<file path="src/rtl/fga_pkg.sv">
// Package for the frame gap accounting filter: field widths, frame class codes
// and the input and result item structs shared by the modules.
// No dependencies.
package fga_pkg;

    localparam int ID_BITS     = 36;
    localparam int COUNT_BITS  = 48;
    localparam int EVENT_BITS  = 12;
    localparam int MARKER_BITS = ID_BITS + 2;

    // tag in the top bits of the first lost-run marker word
    localparam logic [1:0] MARKER_TAG = 2'b10;

    // frame class codes; unknown is only held as the previous class
    typedef enum logic [2:0] {
        CLS_SOME_DATA = 3'd0,
        CLS_ZERO_DATA = 3'd1,
        CLS_SOME_LOST = 3'd2,
        CLS_ALL_LOST  = 3'd3,
        CLS_UNKNOWN   = 3'd4
    } fga_cls_t;

    // one frame descriptor
    typedef struct packed {
        logic                  step_start;
        logic                  step_closing;
        logic [ID_BITS-1:0]    frame_id;
        logic [EVENT_BITS-1:0] event_count;
        logic                  frame_lost;
    } fga_in_t;

    // one result per frame
    typedef struct packed {
        logic [1:0]             frame_class;
        logic                   keep_frame;
        logic                   emit_lost_marker;
        logic [MARKER_BITS-1:0] lost_marker_word;
        logic                   id_reversal;
        logic [COUNT_BITS-1:0]  step_all_frames;
        logic [COUNT_BITS-1:0]  step_lost_all;
        logic [COUNT_BITS-1:0]  step_lost_some;
        logic [COUNT_BITS-1:0]  step_events;
        logic [EVENT_BITS-1:0]  step_max_events;
    } fga_out_t;

endpackage

</file>
<file path="src/rtl/frame_gap_accounting_filter_top.sv">
// Top level of the frame gap accounting filter: input register, accounting
// stage and result register. Depends on fga_pkg, fga_in_reg, fga_acct, fga_out_reg.
//
// Accepts one frame descriptor per clock cycle while the result side is not
// stalled and returns exactly one result per frame, in order; the input
// register and the result register lie between the two. The per-frame state
// (expected next id, previous class and the five step counters) is read and
// rewritten as a frame moves from the input register to the result register.
// A frame with step_start set clears the step counters before it is counted.
// A gap in frame ids counts the skipped frames as fully lost in both modes; in
// standard mode it also raises emit_lost_marker with the first marker word.
// Counters saturate at all ones. standard_mode resets to 1; the user must write it
// through cfg_wr_en/cfg_wr_data only while no frame is in flight (not enforced).
module frame_gap_accounting_filter_top (
    input  logic              aclk,
    input  logic              aresetn,
    input  logic              cfg_wr_en,
    input  logic              cfg_wr_data,
    input  logic              s_valid,
    output logic              s_ready,
    input  fga_pkg::fga_in_t   s_item,
    output logic              m_valid,
    input  logic              m_ready,
    output fga_pkg::fga_out_t  m_item
);

    logic              item_valid;
    logic              advance;
    logic              can_load;
    fga_pkg::fga_in_t  item;
    fga_pkg::fga_out_t result;

    // a frame moves on when the result register has room
    assign advance = item_valid && can_load;

    fga_in_reg u_in_reg (
        .aclk       (aclk),
        .aresetn    (aresetn),
        .s_valid    (s_valid),
        .s_ready    (s_ready),
        .s_item     (s_item),
        .item_valid (item_valid),
        .item_take  (advance),
        .item       (item)
    );

    fga_acct u_acct (
        .aclk        (aclk),
        .aresetn     (aresetn),
        .cfg_wr_en   (cfg_wr_en),
        .cfg_wr_data (cfg_wr_data),
        .advance     (advance),
        .item        (item),
        .result      (result)
    );

    fga_out_reg u_out_reg (
        .aclk     (aclk),
        .aresetn  (aresetn),
        .load     (advance),
        .can_load (can_load),
        .result   (result),
        .m_valid  (m_valid),
        .m_ready  (m_ready),
        .m_item   (m_item)
    );

endmodule

</file>
<file path="src/rtl/fga_in_reg.sv">
// Input register of the frame gap accounting filter: holds one frame descriptor
// until the accounting stage takes it. Depends on fga_pkg.
module fga_in_reg (
    input  logic            aclk,
    input  logic            aresetn,
    input  logic            s_valid,
    output logic            s_ready,
    input  fga_pkg::fga_in_t s_item,
    output logic            item_valid,
    input  logic            item_take,
    output fga_pkg::fga_in_t item
);

    logic             valid_reg;
    logic             valid_next;
    fga_pkg::fga_in_t item_reg;

    // free slot, or the held item leaves in this cycle
    assign s_ready = !valid_reg || item_take;

    always_comb begin
        valid_next = valid_reg;
        if (s_valid && s_ready) begin
            valid_next = 1'b1;
        end else if (item_take) begin
            valid_next = 1'b0;
        end
    end

    always_ff @(posedge aclk) begin
        if (!aresetn) begin
            valid_reg <= 1'b0;
        end else begin
            valid_reg <= valid_next;
        end
    end

    // payload, loaded on each input transfer
    always_ff @(posedge aclk) begin
        if (s_valid && s_ready) begin
            item_reg <= s_item;
        end
    end

    assign item_valid = valid_reg;
    assign item       = item_reg;

endmodule

</file>
<file path="src/rtl/fga_acct.sv">
// Accounting stage of the frame gap accounting filter: per-step state, gap and
// reversal detection, classification, suppression and saturating counters.
// Depends on fga_pkg.
module fga_acct (
    input  logic             aclk,
    input  logic             aresetn,
    input  logic             cfg_wr_en,
    input  logic             cfg_wr_data,
    input  logic             advance,
    input  fga_pkg::fga_in_t  item,
    output fga_pkg::fga_out_t result
);

    localparam int CB = fga_pkg::COUNT_BITS;
    localparam int IB = fga_pkg::ID_BITS;
    localparam int EB = fga_pkg::EVENT_BITS;

    logic               mode_reg;
    logic [IB:0]        prev_p1_reg;
    logic [IB:0]        prev_p1_next;
    fga_pkg::fga_cls_t  prev_cls_reg;
    fga_pkg::fga_cls_t  prev_cls_next;
    logic [CB-1:0]      all_reg;
    logic [CB-1:0]      all_next;
    logic [CB-1:0]      lost_all_reg;
    logic [CB-1:0]      lost_all_next;
    logic [CB-1:0]      lost_some_reg;
    logic [CB-1:0]      lost_some_next;
    logic [CB-1:0]      events_reg;
    logic [CB-1:0]      events_next;
    logic [EB-1:0]      max_reg;
    logic [EB-1:0]      max_next;

    logic [IB:0]        eff_prev;
    logic [IB:0]        fid_ext;
    logic               reversal;
    logic               gap;
    logic [IB-1:0]      skipped;
    logic [CB-1:0]      all_base;
    logic [CB-1:0]      lost_all_base;
    logic [CB-1:0]      lost_some_base;
    logic [CB-1:0]      events_base;
    logic [EB-1:0]      max_base;
    logic               zero_ev;
    logic               lost_all_inc;
    logic               lost_some_inc;
    logic [CB:0]        all_sum;
    logic [CB:0]        lost_all_sum;
    logic [CB:0]        lost_some_sum;
    logic [CB:0]        events_sum;
    fga_pkg::fga_cls_t  cls;
    fga_pkg::fga_cls_t  cls_before;
    logic [2:0]         cls_bits;
    logic               suppress;
    logic               emit;

    // mode register; the user must write it only while idle, not enforced here
    always_ff @(posedge aclk) begin
        if (!aresetn) begin
            mode_reg <= 1'b1;
        end else if (cfg_wr_en) begin
            mode_reg <= cfg_wr_data;
        end
    end

    // step start restarts the per-step view before the frame is handled
    always_comb begin
        fid_ext        = {1'b0, item.frame_id};
        eff_prev       = item.step_start ? fid_ext : prev_p1_reg;
        all_base       = item.step_start ? '0 : all_reg;
        lost_all_base  = item.step_start ? '0 : lost_all_reg;
        lost_some_base = item.step_start ? '0 : lost_some_reg;
        events_base    = item.step_start ? '0 : events_reg;
        max_base       = item.step_start ? '0 : max_reg;
    end

    // gap and reversal against the expected next id
    always_comb begin
        reversal = fid_ext < eff_prev;
        gap      = fid_ext > eff_prev;
        skipped  = gap ? (item.frame_id - eff_prev[IB-1:0]) : '0;
        emit     = mode_reg && gap;
    end

    // saturating counters; skipped frames add to the frame and all-lost counts
    always_comb begin
        zero_ev       = (item.event_count == '0);
        lost_all_inc  = item.frame_lost && zero_ev;
        lost_some_inc = item.frame_lost && !zero_ev;
        all_sum       = {1'b0, all_base} + {{(CB+1-IB){1'b0}}, skipped}
                        + {{CB{1'b0}}, 1'b1};
        lost_all_sum  = {1'b0, lost_all_base} + {{(CB+1-IB){1'b0}}, skipped}
                        + {{CB{1'b0}}, lost_all_inc};
        lost_some_sum = {1'b0, lost_some_base} + {{CB{1'b0}}, lost_some_inc};
        events_sum    = {1'b0, events_base} + {{(CB+1-EB){1'b0}}, item.event_count};
        all_next       = all_sum[CB]       ? '1 : all_sum[CB-1:0];
        lost_all_next  = lost_all_sum[CB]  ? '1 : lost_all_sum[CB-1:0];
        lost_some_next = lost_some_sum[CB] ? '1 : lost_some_sum[CB-1:0];
        events_next    = events_sum[CB]    ? '1 : events_sum[CB-1:0];
        max_next       = (item.event_count > max_base) ? item.event_count : max_base;
        prev_p1_next   = fid_ext + {{IB{1'b0}}, 1'b1};
    end

    // classification and repeat suppression
    always_comb begin
        if (item.frame_lost) begin
            cls = zero_ev ? fga_pkg::CLS_ALL_LOST : fga_pkg::CLS_SOME_LOST;
        end else begin
            cls = zero_ev ? fga_pkg::CLS_ZERO_DATA : fga_pkg::CLS_SOME_DATA;
        end
        if (gap) begin
            cls_before = fga_pkg::CLS_ALL_LOST;
        end else if (item.step_start) begin
            cls_before = fga_pkg::CLS_UNKNOWN;
        end else begin
            cls_before = prev_cls_reg;
        end
        suppress = !item.step_closing && (cls == cls_before) &&
                   ((cls == fga_pkg::CLS_ZERO_DATA) || (cls == fga_pkg::CLS_ALL_LOST));
        prev_cls_next = suppress ? cls_before : cls;
        cls_bits      = cls;
    end

    // result fields
    always_comb begin
        result.frame_class      = cls_bits[1:0];
        result.keep_frame       = mode_reg && !suppress;
        result.emit_lost_marker = emit;
        result.lost_marker_word = emit ? {fga_pkg::MARKER_TAG, eff_prev[IB-1:0]} : '0;
        result.id_reversal      = reversal;
        result.step_all_frames  = all_next;
        result.step_lost_all    = lost_all_next;
        result.step_lost_some   = lost_some_next;
        result.step_events      = events_next;
        result.step_max_events  = max_next;
    end

    // per-step state, updated as each frame moves to the result register
    always_ff @(posedge aclk) begin
        if (!aresetn) begin
            prev_p1_reg   <= '0;
            prev_cls_reg  <= fga_pkg::CLS_UNKNOWN;
            all_reg       <= '0;
            lost_all_reg  <= '0;
            lost_some_reg <= '0;
            events_reg    <= '0;
            max_reg       <= '0;
        end else if (advance) begin
            prev_p1_reg   <= prev_p1_next;
            prev_cls_reg  <= prev_cls_next;
            all_reg       <= all_next;
            lost_all_reg  <= lost_all_next;
            lost_some_reg <= lost_some_next;
            events_reg    <= events_next;
            max_reg       <= max_next;
        end
    end

`ifndef SYNTHESIS
    // calibration mode never writes frames or markers
    a_calib_quiet: assert property (@(posedge aclk) disable iff (!aresetn)
        advance && !mode_reg |-> !result.keep_frame && !result.emit_lost_marker)
        else $error("frame or marker written in calibration mode");

    // expected next id follows the last frame transferred
    a_prev_id: assert property (@(posedge aclk) disable iff (!aresetn)
        advance |=> prev_p1_reg == {1'b0, $past(item.frame_id)} + {{IB{1'b0}}, 1'b1})
        else $error("previous id not tracking frame id");

    // frame count grows within a step until it saturates
    a_all_grows: assert property (@(posedge aclk) disable iff (!aresetn)
        advance && !item.step_start |=> (all_reg > $past(all_reg)) || (all_reg == '1))
        else $error("frame count did not advance");

    // maximum covers the last frame's event count
    a_max_covers: assert property (@(posedge aclk) disable iff (!aresetn)
        advance |=> max_reg >= $past(item.event_count))
        else $error("max event count below a seen frame");
`endif

endmodule

</file>
<file path="src/rtl/fga_out_reg.sv">
// Result register of the frame gap accounting filter: holds one result until
// the downstream side takes it. Depends on fga_pkg.
module fga_out_reg (
    input  logic              aclk,
    input  logic              aresetn,
    input  logic              load,
    output logic              can_load,
    input  fga_pkg::fga_out_t  result,
    output logic              m_valid,
    input  logic              m_ready,
    output fga_pkg::fga_out_t  m_item
);

    logic              valid_reg;
    logic              valid_next;
    fga_pkg::fga_out_t item_reg;

    // empty, or the held result leaves in this cycle
    assign can_load = !valid_reg || m_ready;

    always_comb begin
        valid_next = valid_reg;
        if (load) begin
            valid_next = 1'b1;
        end else if (m_ready) begin
            valid_next = 1'b0;
        end
    end

    always_ff @(posedge aclk) begin
        if (!aresetn) begin
            valid_reg <= 1'b0;
        end else begin
            valid_reg <= valid_next;
        end
    end

    // payload, loaded as each frame finishes
    always_ff @(posedge aclk) begin
        if (load) begin
            item_reg <= result;
        end
    end

    assign m_valid = valid_reg;
    assign m_item  = item_reg;

endmodule

</file>
<file path="config.mk">
export PLATFORM = sky130hd
export DESIGN_NAME = frame_gap_accounting_filter_top
export DESIGN_NICKNAME = d
export VERILOG_FILES = /design/src/rtl/fga_pkg.sv /design/src/rtl/frame_gap_accounting_filter_top.sv /design/src/rtl/fga_in_reg.sv /design/src/rtl/fga_acct.sv /design/src/rtl/fga_out_reg.sv
export SDC_FILE = /design/constraint.sdc
export NUM_CORES = 1
export LEC_CHECK = 0
export BUFFER_PORTS_ARGS = -buffer_cell sky130_fd_sc_hd__clkbuf_2
export CAP_MARGIN = 20
export CORE_MARGIN = 3
export CORE_UTILIZATION = 40
export DETAILED_ROUTE_END_ITERATION = 10
export PLACE_DENSITY = 0.65
export SLEW_MARGIN = 5
export SYNTH_ARGS = -nofsm -noshare
export SYNTH_HDL_FRONTEND = slang
export SYNTH_SLANG_ARGS = --single-unit
</file>
<file path="constraint.sdc">
create_clock -name aclk -period 11.2 [get_ports aclk]
set_input_delay 0 -clock aclk [delete_from_list [all_inputs] [get_ports aclk]]
set_output_delay 0 -clock aclk [all_outputs]
set_load 0.01 [all_outputs]
</file>
==> results of run 1 <==
[cells by family (layout without fill, tap and decap cells)]
kind of cell | count (synthesis) | count (layout) | share of synthesized area
other cells | 1 | 1 | 0.000124
compound gates | 821 | 821 | 0.175
buf+inv | 259 | 579 | 0.0333
mux | 54 | 54 | 0.0179
fa+ha+maj | 137 | 137 | 0.0576
xor+xnor | 225 | 225 | 0.0651
simple gates | 1248 | 1248 | 0.195
flops | 543 | 543 | 0.457
[power by group]
group	switching, mW	total (mW)	internal (mW)
clock network	0.865	2.12	1.25
registers	0.0775	2.34	2.26
logic	0.710	1.10	0.391
[metal layers]
metal	track usage	vias to the layer above	part of all wire
met5	0	-	0
met3	0.0299	144	0.053
met1	0.285	12000	0.45
li1	-	12400	-
met2	0.347	682	0.46
met4	0.0818	0	0.035
[worst max path at each step]
stage / startpoint / end / slack, ns / cells after the start
finish: u_in_reg.item[50] / u_acct.all_reg[38] / 3.22 / 24
global route: u_in_reg.item[50] / u_acct.all_reg[36] / 2.52 / 25
floorplan: u_out_reg.m_valid / u_out_reg.m_item[0] / 2.27 / 7
CTS: u_in_reg.item[50] / u_acct.all_reg[38] / 3.22 / 24
detailed placement: u_in_reg.item[50] / u_acct.all_reg[38] / 3.25 / 24
global placement: u_in_reg.item[50] / u_acct.all_reg[0] / 3.38 / 24
[final cells by class]
cell class / instances / area share
Clock inverter: 33 / 0.00912
Multi-Input combinational cell: 2486 / 0.439
Sequential cell: 543 / 0.392
Timing Repair Buffer: 389 / 0.0663
Inverter: 73 / 0.00813
Tap cell: 969 / 0.0344
Clock buffer: 84 / 0.0508
[metrics by stage]
step	hold slack (ns)	worst slack (ns)	instances	cell area, um2
2_1_floorplan	0.0989	2.27	3288	30300
3_3_place_gp	0.178	3.38	4401	32500
3_5_place_dp	0.179	3.25	4401	32500
4_1_cts	0.0689	3.22	4576	35200
5_1_grt	0.102	2.52	4577	35300
6_report	0.112	3.22	4577	35300
[critical path, stage by stage, from the launching register on]
cell and delay, ns:
edfxtp_1 0.34, buf_4 0.59, mux2i_1 0.30, ha_1 0.33, and3_4 0.21, a211o_1 0.30, a221oi_2 0.33, o211ai_2 0.24
and2_4 0.24, o21ai_2 0.50, buf_4 0.34, nor2_1 0.11, ha_1 0.37, nand3_1 0.12, nor2_1 0.26, a211o_1 0.21
a221oi_1 0.06, a211o_1 0.34, nor2_2 0.27, a41oi_2 0.29, o31ai_4 0.53, nand3_2 0.63, buf_4 0.51, nand2_1 0.21
o221a_1 0.20
[what timing repair did]
action	CTS	global route
hold buffers	58	0
setup buffers	0	0
endpoints found under the hold margin	73	0
[layout by cell type, fill, tap and decap left out, types with 7 or more instances in the layout]
cell | synthesis | routed
a211oi_1 | 48 | 48
a21o_1 | 67 | 67
a21oi_1 | 232 | 232
a311oi_1 | 41 | 41
a31oi_1 | 51 | 51
and2_1 | 19 | 18
and3_1 | 62 | 62
and4_1 | 10 | 10
buf_4 | 4 | 25
clkbuf_1 | 154 | 13
clkbuf_16 | 0 | 68
clkbuf_2 | 0 | 304
clkinv_2 | 0 | 10
dfxtp_1 | 247 | 247
dlygate4sd3_1 | 0 | 58
edfxtp_1 | 296 | 296
ha_1 | 129 | 129
inv_1 | 71 | 70
inv_6 | 0 | 8
mux2i_1 | 52 | 52
nand2_1 | 349 | 347
nand2b_1 | 20 | 19
nand3_1 | 79 | 79
nand4_1 | 39 | 39
nor2_1 | 378 | 378
nor2b_1 | 126 | 126
nor3_1 | 90 | 90
nor3b_1 | 11 | 11
nor4_1 | 7 | 7
o211ai_1 | 8 | 8
o21a_1 | 19 | 19
o21ai_0 | 210 | 210
o21ai_1 | 9 | 8
o21bai_1 | 31 | 31
o221a_2 | 9 | 9
or2_2 | 7 | 7
or3_1 | 19 | 19
xnor2_1 | 138 | 138
xor2_1 | 87 | 87
==> impl_metrics.json, run 1 <==
{
  "status": "complete, no violations",
  "hpwl_mm": 60.0,
  "gr-usage-all-layers": 0.212,
  "insertion_delay_ns": 0.60,
  "nNetsFinal": 3750,
  "power_mw": 5.56,
  "dieArea_um2": 79100,
  "ant_nets": 0,
  "coreArea_um2": 74700,
  "post-route-util": 0.472,
  "synth_top_area_frac": 0.293,
  "finalSetupViolCount": 0,
  "ff_latch_area_um2": 13800,
  "largest_reg_flops": 245,
  "ys_seq_elements": 543,
  "netlist_instances": 3288,
  "cts_num_sinks": 543,
  "required_ns": 11.73,
  "slew_headroom": 0.176,
  "wl_per_cell_um": 18.7,
  "multi_input_area_um2": 15500,
  "tns_ns": 0,
  "tightestPinTransition_ns": 1.24,
  "synth_area_leaders": "edfxtp_1, dfxtp_1, ha_1, nor2_1, nand2_1",
  "antenna_found_initial": 0,
  "via_count": 25200,
  "cts_buffers": 66,
  "synth_edf_count": 296,
  "synth_cell_type_count": 97,
  "yosys_warnings": 0,
  "post_cts_resized": 0,
  "port_buffers": 304,
  "fillers": 7064,
  "place_congestion": 0.930,
  "whs_path_depth": 2,
  "drv_slew": 0,
  "startpoint_type": "flip-flop",
  "synthTopCellsByCount": "nor2_1, nand2_1, edfxtp_1, dfxtp_1, a21oi_1",
  "fmax_ghz": 0.125,
  "gr-total-overflow": 0,
  "cts_tree": "built",
  "final_hold_viol_count": 0,
  "synth_most_common_cell": "nor2_1",
  "grt_pass1_vias": 23600,
  "n_antenna_cell": 0,
  "synth_top_area_cell": "edfxtp_1",
  "reg2reg_depth": 24,
  "r2r_end": "u_acct.all_reg[38]",
  "syn2layout_area_growth_pct": 16.4,
  "wl_mm": 85.8,
  "ios": 306,
  "seq_area_frac_synth": 0.457,
  "core.rowCount": 100,
  "vdd_drop_max_mv": 0.0911,
  "drive_above_1_share": 0.139,
  "cts.htree.levels": 3,
  "synth_nets": 3479,
  "r2r-start": "u_in_reg.item[50]",
  "hold_path_end": "u_in_reg.item[46]",
  "drc": 0,
  "grt_first_pass_wirelength_mm": 133,
  "die_w_um": 281,
  "maxCapViolCount": 0,
  "synthArstFlopShare": 0,
  "p_leak_nw": 14.2,
  "start_util": 0.406,
  "fin_crit_ns": 7.98,
  "skew_ns": 0.0363,
  "syn_avg_cell_area_um2": 9.21,
  "cellPowerDensity_nw_per_um2": 158,
  "min_path_type": "input port to flip-flop",
  "hp-start": "s_item[46]",
  "drt_iter0_drc": 1850,
  "synthFlopType": "edfxtp_1",
  "crit_path_max_fanout": 50,
  "clk_transition_reported_paths_ns": 0.06,
  "die_y_um": 281,
  "critical_path_arrival_ns": 8.51,
  "drtPass1Iterations": 7,
  "rsz0062_at_grt": "no",
  "fin_crit_sh": 0.713,
  "cts.path.max_buffers": 3,
  "cts-root-buf": "clkbuf_16",
  "grt_max_degree": 216,
  "regToRegSetupSlack_ns": 3.22,
  "critPathKind": "flip-flop to flip-flop",
  "cp-end-kind": "flip-flop",
  "syn_area_um2": 30300,
  "via_per_inst": 5.50
}
(Power assumes the default switching activity.)
==> run 2: changes to the inputs <==
Clock period 11.2 ns to 7.7 ns, I/O delays scaled along.
==> impl_metrics.json, run 2 (synthesized netlist as in run 1, its figures left out) <==
{
  "clk_transition_reported_paths_ns": 0.07,
  "tns_ns": 0,
  "finalSetupViolCount": 0,
  "cellPowerDensity_nw_per_um2": 226,
  "wl_per_cell_um": 19.0,
  "critical_path_buf_inv_count": 2,
  "cts.path.max_buffers": 3,
  "ios": 306,
  "critical_path_arrival_ns": 7.45,
  "critPathKind": "flip-flop to flip-flop",
  "fin_crit_ns": 7.11,
  "drive_above_1_share": 0.143,
  "dieArea_um2": 79100,
  "port_buffers": 304,
  "maxCapViolCount": 0,
  "coreArea_um2": 74700,
  "gr-total-overflow": 0,
  "fmax_ghz": 0.141,
  "slew_headroom": 0.255,
  "post-route-util": 0.472,
  "status": "complete, no violations",
  "fillers": 7172,
  "insertion_delay_ns": 0.63,
  "cts_num_sinks": 543,
  "hpwl_mm": 61.1,
  "crit_slowest_cell": "a211oi_1",
  "required_ns": 8.04,
  "layout_commonest_cell": "nor2_1",
  "vdd_drop_max_mv": 0.162,
  "start_util": 0.406,
  "critical_path.max_stage_delay_ns": 0.52,
  "core.rowCount": 100,
  "largest_reg_flops": 245,
  "gr-usage-all-layers": 0.215,
  "via_count": 25100,
  "final_cell_mix": "nor2_1, nand2_1, clkbuf_2, edfxtp_1, dfxtp_1",
  "cts_tree": "built",
  "cp-end-kind": "flip-flop",
  "p_leak_nw": 14.2,
  "drtPass1Iterations": 5,
  "critPathTopFamily": "compound AO/OA/AOI/OAI gates",
  "final_cell_area_um2": 35200,
  "grt_first_pass_wirelength_mm": 135,
  "cts-root-buf": "clkbuf_16",
  "syn2layout_area_growth_pct": 16.4,
  "die_y_um": 281,
  "drv_slew": 0,
  "place_congestion": 0.913,
  "cts_buffers": 60,
  "drt_iter0_drc": 1913,
  "ant_nets": 0,
  "multi_input_area_um2": 15500,
  "via_per_inst": 5.47,
  "rsz0062_at_grt": "no",
  "place_area_um2": 32600,
  "die_w_um": 281,
  "crit_path_max_fanout": 8,
  "startpoint_type": "flip-flop",
  "min_path_type": "input port to flip-flop",
  "grt_pass1_vias": 23800,
  "grt_max_degree": 151,
  "skew_ns": 0.0165,
  "tightestPinTransition_ns": 1.12,
  "ff_latch_area_um2": 13800,
  "drc": 0,
  "fin_crit_sh": 0.923,
  "cts.htree.levels": 2,
  "antenna_found_initial": 1,
  "nNetsFinal": 3758,
  "final_hold_viol_count": 0,
  "wl_mm": 87.0
}
==> run 2: where the power goes <==
| part | internal, mW | switching [mW] | leakage, nW |
|---|---|---|---|
| Clock | 1.68 | 1.26 | 0.963 |
| Sequential | 3.29 | 0.0987 | 4.81 |
| Combinational | 0.575 | 1.08 | 8.45 |
==> run 2: routing by layer <==
layer  routed length [um]  up-vias  track usage
met1                39300    11900        0.288
met2                40700      671        0.359
met5                    0        -            0
met4                 2650        0       0.0656
met3                 4400      135       0.0300
li1                     -    12400            -
==> run 2: final timing paths <==
check / startpoint / to / slack, ns / depth (start not counted)
max: u_in_reg.item[50] / u_out_reg.m_item[150] / 0.59 / 28
min: s_item[40] / u_in_reg.item[40] / 0.09 / 2
max reg2reg: u_in_reg.item[50] / u_out_reg.m_item[150] / 0.59 / 28
min reg2reg: u_acct.prev_cls_reg[2] / u_acct.prev_cls_reg[2] / 0.44 / 2
==> run 2: metrics by stage <==
stage / power (mW) / std cells / setup slack (ns) / hold WS (ns)
floorplan: 4.52 / 3288 / 0.216 / 0.0989
global placement: 5.05 / 4412 / 0.635 / 0.178
detailed placement: 5.05 / 4412 / 0.429 / 0.179
CTS: 8.03 / 4582 / 0.405 / 0.0507
global route: 8.35 / 4588 / 0.147 / 0.0517
finish: 7.97 / 4588 / 0.592 / 0.0897
==> run 2: area by class of cell <==
class                   instances  share of cell area
inverters                      73             0.00813
multi-input cells            2486               0.439
flip-flops and latches        543               0.392
clock buffers                  71              0.0449
diodes                          1           0.0000710
well taps                     969              0.0344
clock inverters                42              0.0116
repair buffers                403              0.0694
==> run 2: worst register-to-register path, delay by kind of cell (launching register included) <==
family / cells / cell delay, ns
AO/OA/AOI/OAI: 13 / 3.29
AND/OR/NAND/NOR: 8 / 1.59
adder cells (fa/ha/maj): 2 / 0.84
flip-flops: 1 / 0.43
buffers and inverters: 2 / 0.31
XOR/XNOR: 2 / 0.20
multiplexers: 1 / 0.17
==> run 2: repair_timing <==
item,in CTS,in global routing
endpoints found under the setup margin,0,5
buffers inserted,0,5
resized for setup,0,1
hold buffers,57,0
endpoints found under the hold margin,90,0
==> run 3: changes to the inputs <==
Clock period 7.7 ns to 7 ns, I/O delays scaled along.
==> impl_metrics.json, run 3 (synthesized netlist as in run 1, its figures left out) <==
{
  "status": "complete, no violations",
  "fillers": 7064,
  "crit_path_max_fanout": 7,
  "regToRegSetupSlack_ns": 0.34,
  "crit_path_frequent_cell": "nor2_1",
  "r2r_end": "u_out_reg.m_item[150]",
  "hpwl_mm": 61.6,
  "die_w_um": 281,
  "nNetsFinal": 3800,
  "maxCapViolCount": 0,
  "tightestPinTransition_ns": 1.07,
  "critical_path.max_stage_delay_ns": 0.43,
  "rsz0062_at_grt": "no",
  "dieArea_um2": 79100,
  "crit_slowest_cell": "edfxtp_1",
  "endpoint": "u_out_reg.m_item[150]",
  "clk_transition_reported_paths_ns": 0.06,
  "fin_crit_ns": 6.66,
  "drc": 0,
  "fin_crit_sh": 0.951,
  "drv_slew": 0,
  "grt_pass1_vias": 23900,
  "antenna_found_initial": 0,
  "r2r-start": "u_in_reg.item[50]",
  "cts_tree": "built",
  "grt_first_pass_wirelength_mm": 137,
  "cp.depth": 29,
  "reg2reg_depth": 29,
  "startpoint_type": "flip-flop",
  "fmax_ghz": 0.150,
  "power_mw": 8.88,
  "cts-root-buf": "clkbuf_16",
  "die_y_um": 281,
  "instances_no_fill": 4629,
  "final_cell_mix": "nor2_1, nand2_1, clkbuf_2, edfxtp_1, dfxtp_1",
  "cts.htree.levels": 2,
  "whs_path_depth": 2,
  "gr-usage-all-layers": 0.218,
  "place_congestion": 0.958,
  "layout_commonest_cell": "nor2_1",
  "critPathTopFamily": "compound AO/OA/AOI/OAI gates",
  "setup_ws_ns": 0.344,
  "cts_buffers": 60,
  "startpoint": "u_in_reg.item[50]",
  "core.rowCount": 100,
  "min_path_type": "input port to flip-flop",
  "syn2layout_area_growth_pct": 18.0,
  "vdd_drop_max_mv": 0.186,
  "ios": 306,
  "slew_headroom": 0.285,
  "cp-end-kind": "flip-flop",
  "wl_per_cell_um": 19.0,
  "port_buffers": 304,
  "drtPass1Iterations": 5,
  "cts_num_sinks": 543,
  "drive_above_1_share": 0.155,
  "via_per_inst": 5.49,
  "start_util": 0.406,
  "largest_reg_flops": 245,
  "drt_iter0_drc": 1842,
  "ant_nets": 0,
  "coreArea_um2": 74700,
  "insertion_delay_ns": 0.63,
  "skew_ns": 0.0210,
  "finalSetupViolCount": 0,
  "p_leak_nw": 14.5,
  "wl_mm": 88.1,
  "critical_path_arrival_ns": 6.99,
  "gr-total-overflow": 0,
  "pre_cts_ws_ns": -0.257,
  "n_antenna_cell": 0,
  "critPathKind": "flip-flop to flip-flop",
  "cts.path.max_buffers": 3,
  "post-route-util": 0.478,
  "via_count": 25400,
  "dp_cells": 4451,
  "grt_max_degree": 164,
  "final_hold_viol_count": 0,
  "cellPowerDensity_nw_per_um2": 249,
  "required_ns": 7.34,
  "critical_path_buf_inv_count": 2
}
-- run 3: cell types whose count changed in the layout (fill, tap and decap cells not counted), moves of 4 or more --
cell / change
clkinvlp_4: -4
buf_4: +36
clkinv_1: -5
clkbuf_16: +4
buf_12: +5
clkbuf_1: +5
-- run 3: repair_timing --
action / 4_1_cts / 5_1_grt
hold endpoints to repair: 86 / 0
gates resized for setup: 0 / 14
buffers inserted: 4 / 4
pin swaps: 0 / 1
hold buffers: 57 / 0
setup endpoints to repair: 51 / 126
-- run 3: metal layers --
metal  up-vias  wire [um]  share of wire  GRT usage
li1      12500          -              -          -
met1     12100      40200           0.46      0.299
met2       688      40700           0.46      0.356
met3       121       4770          0.054     0.0317
met4         0       2410          0.027     0.0623
met5         -          0              0          0
-- run 3: how the worst min path moves through the flow --
stage | from | end | slack (ns)
2_1_floorplan | s_item[0] | u_in_reg.item[0] | 0.1
3_3_place_gp | s_item[14] | u_in_reg.item[14] | 0.18
4_1_cts | s_item[6] | u_in_reg.item[6] | 0.05
3_5_place_dp | s_item[33] | u_in_reg.item[33] | 0.18
5_1_grt | s_item[45] | u_in_reg.item[45] | 0.06
6_report | s_item[5] | u_in_reg.item[5] | 0.08
-- run 3: cell type report --
| cell class | count | area, um2 | area share |
|---|---|---|---|
| multi-input cells | 2486 | 15500 | 0.435 |
| flip-flops and latches | 543 | 13800 | 0.387 |
| repair buffers | 445 | 2830 | 0.0791 |
| clock buffers | 80 | 1700 | 0.0476 |
| well taps | 969 | 1210 | 0.0339 |
| clock inverters | 33 | 329 | 0.00921 |
| inverters | 73 | 287 | 0.00802 |
-- run 3: per-stage QoR --
stage	TNS (ns)	instance area (um2)	hold slack [ns]
floorplan	0	30300	0.0989
global placement	-2.44	33000	0.178
detailed placement	-2.91	33000	0.179
CTS	0	35600	0.0471
global route	0	35700	0.0586
finish	0	35700	0.0849
-- run 3: where the power goes --
group          leakage [nW]  internal (mW)  switching [mW]  total, mW
Clock                  1.00           1.90            1.37       3.27
Sequential             4.81           3.61           0.109       3.72
Combinational          8.70          0.684            1.21       1.89
-- run 3: worst register-to-register path, delay by kind of cell (launching register included) --
family          cells  cell delay [ns]
compound gates     12             2.55
simple gates        9             1.80
fa+ha+maj           3             0.90
flops               1             0.43
xor+xnor            2             0.24
buf+inv             2             0.23
mux                 1             0.23
